**src/rtl/dncd_pkg.sv**
```systemverilog
// ----------------------------------------------------------------------------
// Day number to calendar date: shared package
// Calendar constants, reciprocals for division by constants, month tables
// and the types that pass between the queue and the pipeline modules.
// ----------------------------------------------------------------------------
package dncd_pkg;

    localparam longint unsigned L_DAYS_4Y    = 64'(365 * 4 + 1);
    localparam longint unsigned L_DAYS_100Y  = L_DAYS_4Y * 64'd25 - 64'd1;
    localparam longint unsigned L_DAYS_400Y  = L_DAYS_100Y * 64'd4 + 64'd1;
    localparam longint unsigned L_DAYS_LEAP  = 64'd366;
    localparam longint unsigned L_DAYS_YEAR  = 64'd365;
    localparam longint unsigned REFORM_DAY   = 64'd2299161;
    localparam longint unsigned MARCH_ZERO_OFFSET = 64'd1721120;
    localparam longint unsigned FIRST_BC_YEAR = 64'd4713;
    localparam longint unsigned EPOCH_OFFSET  = 64'd4712;

    localparam int unsigned REM_W  = 18;
    localparam int unsigned JR_W   = 22;
    localparam int unsigned Q4_W   = 11;
    localparam int unsigned YJ_W   = Q4_W + 2;
    localparam int unsigned YOE_W  = 9;
    localparam int unsigned DOY_W  = 9;
    localparam int unsigned A1_W   = 7;
    localparam int unsigned A2_W   = 3;
    localparam int unsigned YEAR_W = 32;
    localparam int unsigned MONTHS = 12;

    localparam int unsigned RCP_W  = 19;
    localparam int unsigned RCP4_W = 23;

    localparam int unsigned SH_1460 = 29;
    localparam int unsigned SH_100Y = 34;
    localparam int unsigned SH_YEAR = 27;
    localparam int unsigned SH_4Y   = 33;

    localparam logic [RCP_W-1:0] RCP_1460 = RCP_W'(((64'd1 << SH_1460)
        + L_DAYS_4Y - 64'd2) / (L_DAYS_4Y - 64'd1));
    localparam logic [RCP_W-1:0] RCP_100Y = RCP_W'(((64'd1 << SH_100Y)
        + L_DAYS_100Y - 64'd1) / L_DAYS_100Y);
    localparam logic [RCP_W-1:0] RCP_YEAR = RCP_W'(((64'd1 << SH_YEAR)
        + L_DAYS_YEAR - 64'd1) / L_DAYS_YEAR);
    localparam logic [RCP4_W-1:0] RCP_4Y = RCP4_W'(((64'd1 << SH_4Y)
        + L_DAYS_4Y - 64'd1) / L_DAYS_4Y);

    localparam int unsigned DIG_W    = 12;
    localparam int unsigned DIGX_W   = REM_W + DIG_W;
    localparam int unsigned RCP400_W = 31;
    localparam int unsigned PQ_W     = DIGX_W + RCP400_W;
    localparam int unsigned SH_400Y  = 48;

    localparam logic [RCP400_W-1:0] RCP_400Y = RCP400_W'(((64'd1 << SH_400Y)
        + L_DAYS_400Y - 64'd1) / L_DAYS_400Y);

    localparam logic [DOY_W-1:0] MAR_START [MONTHS] = '{
        9'd0, 9'd31, 9'd61, 9'd92, 9'd122, 9'd153,
        9'd184, 9'd214, 9'd245, 9'd275, 9'd306, 9'd337
    };
    localparam logic [DOY_W-1:0] JAN_START [MONTHS] = '{
        9'd0, 9'd31, 9'd59, 9'd90, 9'd120, 9'd151,
        9'd181, 9'd212, 9'd243, 9'd273, 9'd304, 9'd334
    };

    localparam int unsigned Q_DEPTH = 4;

    typedef struct packed {
        logic full;
        logic empty;
    } t_q_status;

    typedef struct packed {
        logic [4:0]        day_of_month;
        logic [3:0]        month;
        logic [YEAR_W-1:0] year;
        logic              before_christ;
    } t_result;

endpackage

```
**src/rtl/dncd_front.sv**
```systemverilog
// ----------------------------------------------------------------------------
// Day number to calendar date: front end
// Accepts day numbers, classifies them as Julian or Gregorian and rebases
// Gregorian days to 1 March of year zero before queueing them.
// ----------------------------------------------------------------------------
module dncd_front #(
    parameter int unsigned DAY_WIDTH = 40
) (
    input  logic                 i_push,
    output logic                 o_full,
    input  logic [DAY_WIDTH-1:0] i_day_number,
    input  dncd_pkg::t_q_status  i_mid_status,
    output logic                 o_mid_push,
    output logic [DAY_WIDTH:0]   o_mid_data
);
    import dncd_pkg::*;

    logic is_julian;

    assign is_julian  = (i_day_number < DAY_WIDTH'(REFORM_DAY));
    assign o_full     = i_mid_status.full;
    assign o_mid_push = i_push && !i_mid_status.full;
    assign o_mid_data = {is_julian, is_julian ? i_day_number
                                              : i_day_number - DAY_WIDTH'(MARCH_ZERO_OFFSET)};

endmodule

```
**config.mk**
```make
export PLATFORM = sky130hd
export DESIGN_NAME = dncd_front
export DESIGN_NICKNAME = d
export VERILOG_FILES = /design/src/rtl/dncd_pkg.sv /design/src/rtl/dncd_front.sv
export SDC_FILE = /design/constraint.sdc
export NUM_CORES = 1
export LEC_CHECK = 0
export ABC_AREA = 0
export BUFFER_PORTS_ARGS = -buffer_cell sky130_fd_sc_hd__buf_2
export CORE_MARGIN = 8
export CORE_UTILIZATION = 43
export DETAILED_ROUTE_END_ITERATION = 8
export GPL_ROUTABILITY_DRIVEN = 0
export GPL_TIMING_DRIVEN = 0
export PLACE_DENSITY = 0.91
export SLEW_MARGIN = 25
export SYNTH_ARGS = -nofsm -noshare
export SYNTH_HDL_FRONTEND = slang
export SYNTH_SLANG_ARGS = --single-unit
```
**constraint.sdc**
```tcl
create_clock -name vclk -period 7.5
set_clock_uncertainty 0.1 [all_clocks]
set_input_delay 0.375 -clock vclk [all_inputs]
set_output_delay 0.375 -clock vclk [all_outputs]
set_load 0.01 [all_outputs]
```
## Word-level counts from Yosys, hierarchy flattened

Cells that the tools add are included.

| operators by class | value |
|---|---|
| reduce and logical (&&, ||, !) cells | 2 |
| order comparisons | 1 |
| multiplexer cells | 1 |
| add/sub/neg operators | 1 |

Operators with widths:

| cell | count |
|---|---|
| 40-bit by 22-bit less-than comparator with 1-bit output, second input constant | 1 |
| 40-bit 2-to-1 mux | 1 |
| 40-bit by 21-bit subtractor with 40-bit output, second input constant | 1 |
| 1-bit logical AND | 1 |
| 1-bit zero test | 1 |

| word-level totals | value |
|---|---|
| output and inout port bits | 43 |
| bits in registers | 0 |
| input port bits | 43 |

## Logic depth before layout (Yosys ltp)

| depth | value |
|---|---|
| word-level depth | 2 |
| depth in mapped cells | 8 |
| depth with buffers taken out | 8 |

## Worst setup path before layout

Ideal clock, no wire load.

| path | value |
|---|---|
| path type | input -> output |
| start point | in i_day_number[27] |
| end point | out o_mid_data[33] |
| stages on the path | 8 |
| setup slack | 4.254 ns |
| data arrival time | 2.771 ns |
| cells stage by stage | or4_1 > or4_4 > or4_1 > or3_4 > clkinv_2 > buf_6 > nor3_1 > xor2_1 |

| between the ends | value |
|---|---|
| longest elaborated chain between the ends | 2 |

Ends and longest elaborated chain:

| what | RTL line | text |
|---|---|---|
| start: declaration | dncd_front.sv:11 | `input logic [DAY_WIDTH-1:0] i_day_number,` |
| 40-bit by 22-bit less-than comparator with 1-bit output | dncd_front.sv:20 | `assign is_julian = (i_day_number < DAY_WIDTH'(REFORM_DAY));` |
| named net is_julian | dncd_front.sv:18 | `logic is_julian;` |
| 40-bit 2-to-1 mux | dncd_front.sv:23 | `assign o_mid_data = {is_julian, is_julian ? i_day_number` |
| end: declaration | dncd_front.sv:14 | `output logic [DAY_WIDTH:0] o_mid_data` |

The timed path passes the listed nets, and every way through them passes these cells.

## Final worst setup path

| path | value |
|---|---|
| start point | in i_day_number[27] |
| end point | out o_mid_data[31] |

Same word-level chain as after synthesis.

==> qor.txt <==
Final ANT Viol Nets - 0
biggest area contributors in the synthesized netlist - sky130_fd_sc_hd__xnor2_1 17%, sky130_fd_sc_hd__xor2_1 14%, sky130_fd_sc_hd__buf_4 5.5%
CP arrival - 3.14 ns
vias in the first global route - 1302
Avg Synthesized Cell Area - 6.77 µm²
placement row count - 17
Post-Synthesis Cells - 140
Initial Util - 44.1%
die height - 62.9 µm
Max VDD drop - 36.7 µV
first-pass GRT wire length - 5660 µm
portion of netlist area occupied by mux cells - 0%
worst setup slack before clock tree synthesis - 3.90 ns
post-layout utilization of the core - 65.3%
global-route met3 utilization - 3.94%
drt total wl - 3300 µm
Required @ worst endpoint - 7.03 ns
layout cells sized above 1 - 45.1%
maximum operating frequency - 0.276 GHz
number of hold-slack violations in the final timing report - 0
fin crit period - 3.62 ns
count of unresolved DRC violations after routing - 0
post-CTS setup buffer count - 0
pwr dens - 54.0 nW/µm²
highest net fanout along the worst path - 10
critical path class - in -> out
number of fill cells in the layout - 214
First-pass DRT Iterations - 4
Die Span X - 62.9 µm
leading cell types by count after synthesis - 18 x sky130_fd_sc_hd__xnor2_1, 15 x sky130_fd_sc_hd__xor2_1, 13 x sky130_fd_sc_hd__nand2_1, 13 x sky130_fd_sc_hd__nor2_1, 7 x sky130_fd_sc_hd__buf_4
smallest setup slack after layout - 3.88 ns
area share of the largest cell type after synthesis - 16.6%
# resized after CTS - 0
number of cells in the design after placement - 252
Final TNS setup - 0 ns
pin count of the biggest net entering global routing - 11
total standard cell area after synthesis - 947 µm²
HP Class - in -> out
Synth Net Count - 184
final hold slack - 0.895 ns
Compound-Gate Fraction of Synth Area - 12.5%
dominant combinational cell family by area after synthesis - simple AND/OR/NAND/NOR gates
Die Area - 3960 µm²
overflow left after global routing - 0
number of primary I/O pins - 86
Via density - 5.12
seq_cells - 0
total of hold buffers inserted after clock tree synthesis - 0
synthesis-to-finish area growth - 48.1%
total global-route track usage - 15.7%
post-synthesis xor/xnor area fraction - 30.5%
Tcrit/Tclk final - 48.2%
endpoint type of the worst setup path - primary output
relative slew slack - 56.7%
post-synthesis sequential area ratio - 0%
non-filler instance count after layout - 252
Worst Tran Pin Value - 0.647 ns
cell taking the most area after synthesis - sky130_fd_sc_hd__xnor2_1
Core Footprint - 2150 µm²
leakage - 0.679 nW
Port-buffer cells - 84
dominant cell by count in the synthesized netlist - sky130_fd_sc_hd__xnor2_1
vias after detailed routing - 1290
number of clock-tree buffers in the layout - 0
setup violators final - 0
met1 Track Usage GR - 16.9%
placed wire-length estimate after detailed placement - 2920 µm
unrepaired setup endpoints after global routing - false
M2 GR Usage - 31.1%
reported max-cap violation count - 0
area taken by flip-flops and latches - 0 µm²
layer with the highest usage - met2
number of diodes - 0
routed len/inst - 13.1 µm
startpoint kind of the worst setup timing path - primary input
outcome - completed
simple-gate area share of the yosys netlist - 44.4%
fin. max-slew vios - 0
count of different cell masters after synthesis - 37
antenna violations before repair - 0
post-synthesis share of cell area spent on full adders, half adders and majority gates - 1.32%
nets@finish - 270
count of routing violations after the opening detailed-route iteration - 21
YS warnings - 0
## cells by family after synthesis
group,after synthesis
AO/OA/AOI/OAI,17
XOR/XNOR,33
adder cells (fa/ha/maj),1
buffers and inverters,15
AND/OR/NAND/NOR,74
## placed cells by master (no fill, tap or decap), types with 4 or more instances in the layout
cell	n
sky130_fd_sc_hd__buf_4	7
sky130_fd_sc_hd__nand4_1	5
sky130_fd_sc_hd__xor2_1	15
sky130_fd_sc_hd__nand3_1	5
sky130_fd_sc_hd__nand2b_1	4
sky130_fd_sc_hd__or3_1	5
sky130_fd_sc_hd__nor4_1	6
sky130_fd_sc_hd__nor2_1	13
sky130_fd_sc_hd__nand2_1	13
sky130_fd_sc_hd__a21oi_1	4
sky130_fd_sc_hd__or4_1	5
sky130_fd_sc_hd__nor3_1	6
sky130_fd_sc_hd__xnor2_1	18
sky130_fd_sc_hd__buf_2	84
## metal layers
metal	share of wire, %	vias up	routed length [µm]
met3	6.7	0	222
met1	41	578	1350
met5	0	-	0
met2	52	40	1730
met4	0	0	0
li1	-	672	-
## path summary, 6_finish.rpt
check | startpoint | end | slack, ns | depth (start not counted)
worst max-delay path | i_day_number[27] | o_mid_data[31] | 3.88 | 10
worst min-delay path | i_mid_status[1] | o_mid_push | 0.89 | 3
## worst max-delay path, stage by stage
cell and delay, ns:
sky130_fd_sc_hd__buf_2 0.11, sky130_fd_sc_hd__or4_1 0.55, sky130_fd_sc_hd__or4_4 0.47, sky130_fd_sc_hd__or4_1 0.53
sky130_fd_sc_hd__or3_4 0.40, sky130_fd_sc_hd__clkinv_2 0.13, sky130_fd_sc_hd__buf_6 0.17, sky130_fd_sc_hd__nor3_1 0.07
sky130_fd_sc_hd__xor2_1 0.17, sky130_fd_sc_hd__buf_2 0.15
## cell type report
class / instances / area (µm²) / share of cell area, %
Inverter: 3 / 12.5 / 0.892
Buffer: 12 / 93.8 / 6.69
Timing Repair Buffer: 84 / 420 / 30.0
Tap cell: 28 / 35.0 / 2.50
Multi-Input combinational cell: 125 / 841 / 59.9
## report_power, final
| part | total (W) | switching, W | internal [W] | leakage (nW) |
|---|---|---|---|---|
| Sequential | 0 | 0 | 0 | 0 |
| Clock | 0 | 0 | 0 | 0 |
| Combinational | 0.0000758 | 0.0000406 | 0.0000352 | 0.679 |
## metrics by stage
stage	instance area, µm²	power, W
2_1_floorplan	947	0.0000377
3_3_place_gp	1400	0.0000751
3_5_place_dp	1400	0.0000764
4_1_cts	1400	0.0000767
5_1_grt	1400	0.0000832
6_report	1400	0.0000758
(Power assumes the default switching activity.)
