**config.mk**
```make
export PLATFORM = sky130hd
export DESIGN_NAME = dncd_fifo
export DESIGN_NICKNAME = d
export VERILOG_FILES = /design/src/rtl/dncd_pkg.sv /design/src/rtl/dncd_fifo.sv
export SDC_FILE = /design/constraint.sdc
export NUM_CORES = 1
export LEC_CHECK = 0
export ABC_AREA = 1
export BUFFER_PORTS_ARGS = -buffer_cell sky130_fd_sc_hd__buf_4
export CORE_ASPECT_RATIO = 1.5
export CORE_UTILIZATION = 50
export CTS_CLUSTER_DIAMETER = 120
export CTS_CLUSTER_SIZE = 8
export DETAILED_ROUTE_END_ITERATION = 6
export PLACE_DENSITY = 0.73
export SLEW_MARGIN = 20
export SYNTH_ARGS = -nofsm -noshare
export SYNTH_HDL_FRONTEND = slang
export SYNTH_SLANG_ARGS = --single-unit
```
**constraint.sdc**
```tcl
create_clock -name i_clk -period 1.6 [get_ports i_clk]
set_input_delay 0.16 -clock i_clk [delete_from_list [all_inputs] [get_ports i_clk]]
set_output_delay 0.16 -clock i_clk [all_outputs]
set_load 0.02 [all_outputs]
```
**src/rtl/dncd_pkg.sv**
```systemverilog
// ----------------------------------------------------------------------------
// Day number to calendar date: shared package
// Calendar constants, reciprocals for division by constants, month tables
// and the types that pass between the queue and the pipeline modules.
// ----------------------------------------------------------------------------
package dncd_pkg;

    localparam longint unsigned L_DAYS_4Y    = 64'(365 * 4 + 1);
    localparam longint unsigned L_DAYS_100Y  = L_DAYS_4Y * 64'd25 - 64'd1;
    localparam longint unsigned L_DAYS_400Y  = L_DAYS_100Y * 64'd4 + 64'd1;
    localparam longint unsigned L_DAYS_LEAP  = 64'd366;
    localparam longint unsigned L_DAYS_YEAR  = 64'd365;
    localparam longint unsigned REFORM_DAY   = 64'd2299161;
    localparam longint unsigned MARCH_ZERO_OFFSET = 64'd1721120;
    localparam longint unsigned FIRST_BC_YEAR = 64'd4713;
    localparam longint unsigned EPOCH_OFFSET  = 64'd4712;

    localparam int unsigned REM_W  = 18;
    localparam int unsigned JR_W   = 22;
    localparam int unsigned Q4_W   = 11;
    localparam int unsigned YJ_W   = Q4_W + 2;
    localparam int unsigned YOE_W  = 9;
    localparam int unsigned DOY_W  = 9;
    localparam int unsigned A1_W   = 7;
    localparam int unsigned A2_W   = 3;
    localparam int unsigned YEAR_W = 32;
    localparam int unsigned MONTHS = 12;

    localparam int unsigned RCP_W  = 19;
    localparam int unsigned RCP4_W = 23;

    localparam int unsigned SH_1460 = 29;
    localparam int unsigned SH_100Y = 34;
    localparam int unsigned SH_YEAR = 27;
    localparam int unsigned SH_4Y   = 33;

    localparam logic [RCP_W-1:0] RCP_1460 = RCP_W'(((64'd1 << SH_1460)
        + L_DAYS_4Y - 64'd2) / (L_DAYS_4Y - 64'd1));
    localparam logic [RCP_W-1:0] RCP_100Y = RCP_W'(((64'd1 << SH_100Y)
        + L_DAYS_100Y - 64'd1) / L_DAYS_100Y);
    localparam logic [RCP_W-1:0] RCP_YEAR = RCP_W'(((64'd1 << SH_YEAR)
        + L_DAYS_YEAR - 64'd1) / L_DAYS_YEAR);
    localparam logic [RCP4_W-1:0] RCP_4Y = RCP4_W'(((64'd1 << SH_4Y)
        + L_DAYS_4Y - 64'd1) / L_DAYS_4Y);

    localparam int unsigned DIG_W    = 12;
    localparam int unsigned DIGX_W   = REM_W + DIG_W;
    localparam int unsigned RCP400_W = 31;
    localparam int unsigned PQ_W     = DIGX_W + RCP400_W;
    localparam int unsigned SH_400Y  = 48;

    localparam logic [RCP400_W-1:0] RCP_400Y = RCP400_W'(((64'd1 << SH_400Y)
        + L_DAYS_400Y - 64'd1) / L_DAYS_400Y);

    localparam logic [DOY_W-1:0] MAR_START [MONTHS] = '{
        9'd0, 9'd31, 9'd61, 9'd92, 9'd122, 9'd153,
        9'd184, 9'd214, 9'd245, 9'd275, 9'd306, 9'd337
    };
    localparam logic [DOY_W-1:0] JAN_START [MONTHS] = '{
        9'd0, 9'd31, 9'd59, 9'd90, 9'd120, 9'd151,
        9'd181, 9'd212, 9'd243, 9'd273, 9'd304, 9'd334
    };

    localparam int unsigned Q_DEPTH = 4;

    typedef struct packed {
        logic full;
        logic empty;
    } t_q_status;

    typedef struct packed {
        logic [4:0]        day_of_month;
        logic [3:0]        month;
        logic [YEAR_W-1:0] year;
        logic              before_christ;
    } t_result;

endpackage

```
**src/rtl/dncd_fifo.sv**
```systemverilog
// ----------------------------------------------------------------------------
// Day number to calendar date: request queue
// Small first-in first-out queue with full and empty status.
// ----------------------------------------------------------------------------
module dncd_fifo #(
    parameter int unsigned WIDTH = 8,
    parameter int unsigned DEPTH = 4
) (
    input  logic                 i_clk,
    input  logic                 i_rst_n,
    input  logic                 i_push,
    input  logic [WIDTH-1:0]     i_data,
    input  logic                 i_pop,
    output logic [WIDTH-1:0]     o_data,
    output dncd_pkg::t_q_status  o_status
);
    import dncd_pkg::*;

    localparam int unsigned PTR_W = (DEPTH > 1) ? $clog2(DEPTH) : 1;
    localparam int unsigned CNT_W = $clog2(DEPTH + 1);

    logic [WIDTH-1:0] r_mem [DEPTH];
    logic [PTR_W-1:0] r_wp, n_wp;
    logic [PTR_W-1:0] r_rp, n_rp;
    logic [CNT_W-1:0] r_cnt, n_cnt;
    logic             wr;
    logic             rd;

    assign o_status.full  = (r_cnt == CNT_W'(DEPTH));
    assign o_status.empty = (r_cnt == '0);
    assign wr = i_push && !o_status.full;
    assign rd = i_pop && !o_status.empty;
    assign o_data = r_mem[r_rp];

    always_comb begin
        n_wp  = r_wp;
        n_rp  = r_rp;
        n_cnt = r_cnt;
        if (wr) begin
            n_wp = (r_wp == PTR_W'(DEPTH - 1)) ? '0 : r_wp + 1'b1;
        end
        if (rd) begin
            n_rp = (r_rp == PTR_W'(DEPTH - 1)) ? '0 : r_rp + 1'b1;
        end
        unique case ({wr, rd})
            2'b10:   n_cnt = r_cnt + 1'b1;
            2'b01:   n_cnt = r_cnt - 1'b1;
            default: n_cnt = r_cnt;
        endcase
    end

    always_ff @(posedge i_clk) begin
        if (!i_rst_n) begin
            r_wp  <= '0;
            r_rp  <= '0;
            r_cnt <= '0;
        end else begin
            r_wp  <= n_wp;
            r_rp  <= n_rp;
            r_cnt <= n_cnt;
        end
    end

    always_ff @(posedge i_clk) begin
        if (wr) begin
            r_mem[r_wp] <= i_data;
        end
    end

`ifndef SYNTHESIS
    a_push_fills: assert property (@(posedge i_clk) disable iff (!i_rst_n)
        (wr && !rd) |=> !o_status.empty)
        else $error("queue empty after a lone push");
    a_last_pop_empties: assert property (@(posedge i_clk) disable iff (!i_rst_n)
        (rd && !wr && r_cnt == CNT_W'(1)) |=> o_status.empty)
        else $error("queue not empty after popping its last request");
`endif

endmodule

```
# Yosys cells after proc, flatten, opt, wreduce, memory -nomap -nowiden
# Memory sizes are Yosys's and may differ from the RTL's. A register that Yosys moved wholly into a read port is not among the register bits.
# Cells that the tools add are included.
# W data, S select, Z words.
# totals
regBits,7
latch_bits,0
ram_bits,32
romBits,0
inputBits,12
output_inout_bits,10
word_cells,26
mem_count,1
# mem_list
name,depth,width,rd,rd_clocked_by_memory_dff,wr,line_no,rtl
r_mem,4,8,1,1,1,dncd_fifo.sv:22,logic [WIDTH-1:0] r_mem [DEPTH];
# classes
addsub,4
mul,0
div_mod_pow,0
magnitude_cmp,0
n_eq_ne,5
n_shift,0
n_mux,7
bitwise_logic,0
reduce_logical,6
# op_table
cell,count
$mux W2,4
$eq A2 B2 Y1 const B,3
$pmux W3 S2,1
$add A2 B1 Y2 const B,2
$add A3 B1 Y3 const B,1
$eq A3 B3 Y1 const B,1
$logic_not A3 Y1,1
$sub A3 B1 Y3 const B,1
$eq A2 B1 Y1 const B,1
$logic_and A1 B1 Y1,2
$logic_not A1 Y1,2
$mux W1,2
$reduce_bool A2 Y1,1

# Logic depth before layout (Yosys ltp)
# logic_depth
word_depth,5
depth_mapped,13
ltp_nobuf,13

# Least setup slack after synthesis
# No wires, ideal clock.
# synth_path
kind,reg2reg
startpoint,register r_cnt[2]
endpoint,register r_cnt[2]
setup_time_ns,0.110
arrival_time_ns,1.580
required_time_ns,1.490
setup_slack_ns,-0.090
stages_incl_launch_ff,14
n_path_buf,0
period_less_slack_ns,1.690
cell_sequence,dfxtp_1 > inv_1 > nand2_1 > inv_1 > nor2_1 > ha_1 > inv_1 > fa_1 > inv_1 > nand2_1 > nand3_1 > nand2_1 > inv_1 > nor2_1
# synth_rtl
item,line_no,rtl
start: declaration,dncd_fifo.sv:25,"logic [CNT_W-1:0] r_cnt, n_cnt;"
start signal: assignment,dncd_fifo.sv:60,r_cnt <= n_cnt;

# Final worst setup path
# layout_path
startpoint,register r_cnt[1]
endpoint,register r_cnt[2]
# layout_via
elab_chain_cells,5
elab_cells_between_ends,12
classes_between,add/sub (2); eq/ne (3); mux (1); reduce/logical (6)
# layout_rtl
item,line_no,rtl
$eq A3 B3 Y1 or $logic_not A3 Y1 (tied branches),"dncd_fifo.sv:29, dncd_fifo.sv:30",
$logic_not A1 Y1 (on tied branches),"dncd_fifo.sv:31, dncd_fifo.sv:32",
$logic_and A1 B1 Y1 (on tied branches),"dncd_fifo.sv:31, dncd_fifo.sv:32",
$eq A2 B1 Y1 or $eq A2 B2 Y1 (tied branches),dncd_fifo.sv:45,"unique case ({wr, rd})"
$pmux W3 S2 or $reduce_bool A2 Y1 (tied branches),--,
# Parallel ways exist; a longest one is shown, timed or not.
# A chain may end at the register's enable or synchronous reset.

==> out/qor.yml <==
seq_area_frac_synth_pct: 67.4
pre_cts_slack_ns: -0.0920
cp-end-kind: "register"
cp.required_ns: 1.80
pin_count: 22
p_leak_uw: 0.000857
fp-row-count: 25
area_growth_pct: 25.5
wl_per_cell_microns: 13.8
ir_worst_vdd_v: 0.00109
syn-num-nets: 165
clockRootBuffer: "clkbuf_8"
worst_pin_slew_ns: 0.300
yosys.area.top_type: "edfxtp_1"
outcome: "finished with violations"
clk_pin_slew_worst_paths_ns: 0.08
worst_slack_ns: -0.0457
synth_area_sq_um: 1690
hp-class: "in2reg"
gp_congestion: 0.718
hpwlAfterDp_microns: 2140
grt_pass1_wl_microns: 4870
fin_cells: 222
clock_latency_ns: 0.30
diodes: 0
wl_microns: 3070
cts_tree: "built"
clock_skew_ns: 0.00474
grt_usage_pct: 19.1
dp.cells: 212
cts_sinks: 41
power_density_nw_per_um2: 1710
vias: 1141
cts-htree-levels: 2
n_fill_cell: 248
finalNetCount: 200
via_per_inst: 5.14
die-height_microns: 73.3
post-route-drc-count: 0
drive_gt1_share_pct: 34.1
grt_max_degree: 17
cts_buffer_depth: 2
netlist.area_leader.share_pct: 56.8
max-cap-violations: 0
r2r.worst_path.cells: 11
fmax_mhz: 608
final_hold_viol_count: 0
hold_path_depth: 1
cts-buffers-inserted: 5
ant_nets: 0
syn_inst: 146
dr.pass1.iters: 4
violations: "negative setup slack"
io_buffer_count: 21
synth.avg_cell_area_sq_um: 11.6
initial_core_util_pct: 53.1
drv_slew: 0
drt-initial-drc-count: 40
ys_ff_latch: 41
core_sq_um: 3190
synthDistinctLibCells: 20
critPathLaunchType: "register"
arrival_ns: 1.84
fin_crit_ns: 1.65
critPathMaxFanout: 3
die_x_microns: 49.5
stdcell_area_sq_um: 2120
whs_ns: 0.0562
overflow: 0
antenna_found_initial: 0
worstSetupPathType: "reg2reg"
holdBufCountCts: 0
postPlaceCellArea_sq_um: 1960
yosysWarnings: 0
dieArea_sq_um: 3630
netlist_top_cells_area: "edfxtp_1 (57%), dfxtp_1 (11%), nor2_1 (6.2%)"
setup_viol: 1
finalCritPeriodShare_pct: 103
rsz0062_at_grt: "true"
grt_pass1_vias: 1167
relSlewSlack_pct: 80.0
-- critical path, cell delays in order (launching register included) --
cell,delay [ns]
dfxtp_4,0.37
nor2_4,0.05
nand2_2,0.07
inv_2,0.05
nor2_4,0.11
ha_4,0.15
inv_4,0.04
fa_2,0.37
nand2_2,0.08
nand4_1,0.11
nand2_1,0.10
nor2_1,0.05
-- path summary, 6_finish.rpt --
path	from	end	slack [ns]
worst min register to register	r_rp[0]	register	0.53
worst min-delay path	i_data[6]	r_mem[3][6]	0.06
worst max-delay path	r_cnt[1]	r_cnt[2]	-0.05
worst max register to register	r_cnt[1]	r_cnt[2]	-0.05
-- placed cells by master, fill, tap and decap left out, types with 2 or more instances in the layout --
cell,n
buf_4,30
nor2_1,26
nor2_4,2
inv_1,13
o21ai_0,14
nand3_1,2
a21oi_1,4
nand2_1,8
nor2_2,2
inv_2,4
o21ai_1,2
nand2_2,5
o22ai_1,8
dfxtp_1,4
edfxtp_1,32
clkbuf_8,5
dfxtp_2,4
ha_1,5
o21ai_2,2
clkbuf_16,2
-- per-stage QoR --
| stage | util, % | total power [uW] | setup TNS (ns) |
|---|---|---|---|
| 2_1_floorplan | - | 2230 | 0 |
| 3_3_place_gp | 61.3 | 2610 | 0 |
| 3_5_place_dp | 61.3 | 2700 | -0.0920 |
| 4_1_cts | 65.5 | 3570 | -0.0101 |
| 5_1_grt | 66.6 | 3850 | -0.164 |
| 6_report | 66.6 | 3640 | -0.0457 |
-- metal layers --
layer	share of wire (%)	GRT usage, %
met1	38	17.6
met2	56	35.3
met3	3.5	5.59
met4	3.0	13.3
met5	0	0
-- synthesized netlist by cell type --
cell type / n
edfxtp_1: 32
nand2_1: 12
nand2_2: 1
or2_2: 1
dfxtp_1: 9
nor2_2: 2
a21oi_1: 4
o22ai_1: 8
o21ai_2: 2
inv_1: 17
o21ai_1: 2
fa_1: 1
o21ai_0: 14
nand4_1: 1
nand3b_1: 1
nand3_1: 2
nor2_1: 28
buf_6: 2
inv_2: 1
ha_1: 6
-- power breakdown --
part	internal (uW)	leakage (uW)	total [uW]	switching [uW]
Sequential	1320	0.000370	1430	109
Combinational	569	0.000422	1350	777
Clock	502	0.0000651	862	360
Total	2390	0.000857	3640	1250
-- cells by family (layout without fill, tap and decap cells) --
family | count (synthesis) | count (layout) | share of synthesized area [%]
flip-flops | 41 | 41 | 67.4
AO/OA/AOI/OAI | 30 | 30 | 9.90
buffers and inverters | 20 | 56 | 5.32
adder cells (fa/ha/maj) | 7 | 7 | 5.62
AND/OR/NAND/NOR | 48 | 48 | 11.8
-- timing repair --
item / 4_1_cts / 5_1_grt
hold endpoints to repair: 0 / 0
setup buffers: 0 / 2
pin swaps: 1 / 8
setup endpoints to repair: 7 / 4
resized for setup: 5 / 10
-- area by class of cell --
| class | instances | area (sq um) | area share [%] |
|---|---|---|---|
| Inverter | 18 | 70.1 | 3.30 |
| Tap cell | 40 | 50.0 | 2.36 |
| Multi-Input combinational cell | 85 | 502 | 23.6 |
| Clock inverter | 1 | 8.76 | 0.412 |
| Sequential cell | 41 | 1150 | 54.1 |
| Timing Repair Buffer | 30 | 225 | 10.6 |
| Clock buffer | 7 | 119 | 5.59 |
-- sequential cells by signal, indices dropped and copies added, names as in the netlist, named ones only --
register	cells
r_mem	32
r_wp	2
r_cnt	3
r_rp	2
Power figures use the tool's default switching activity.
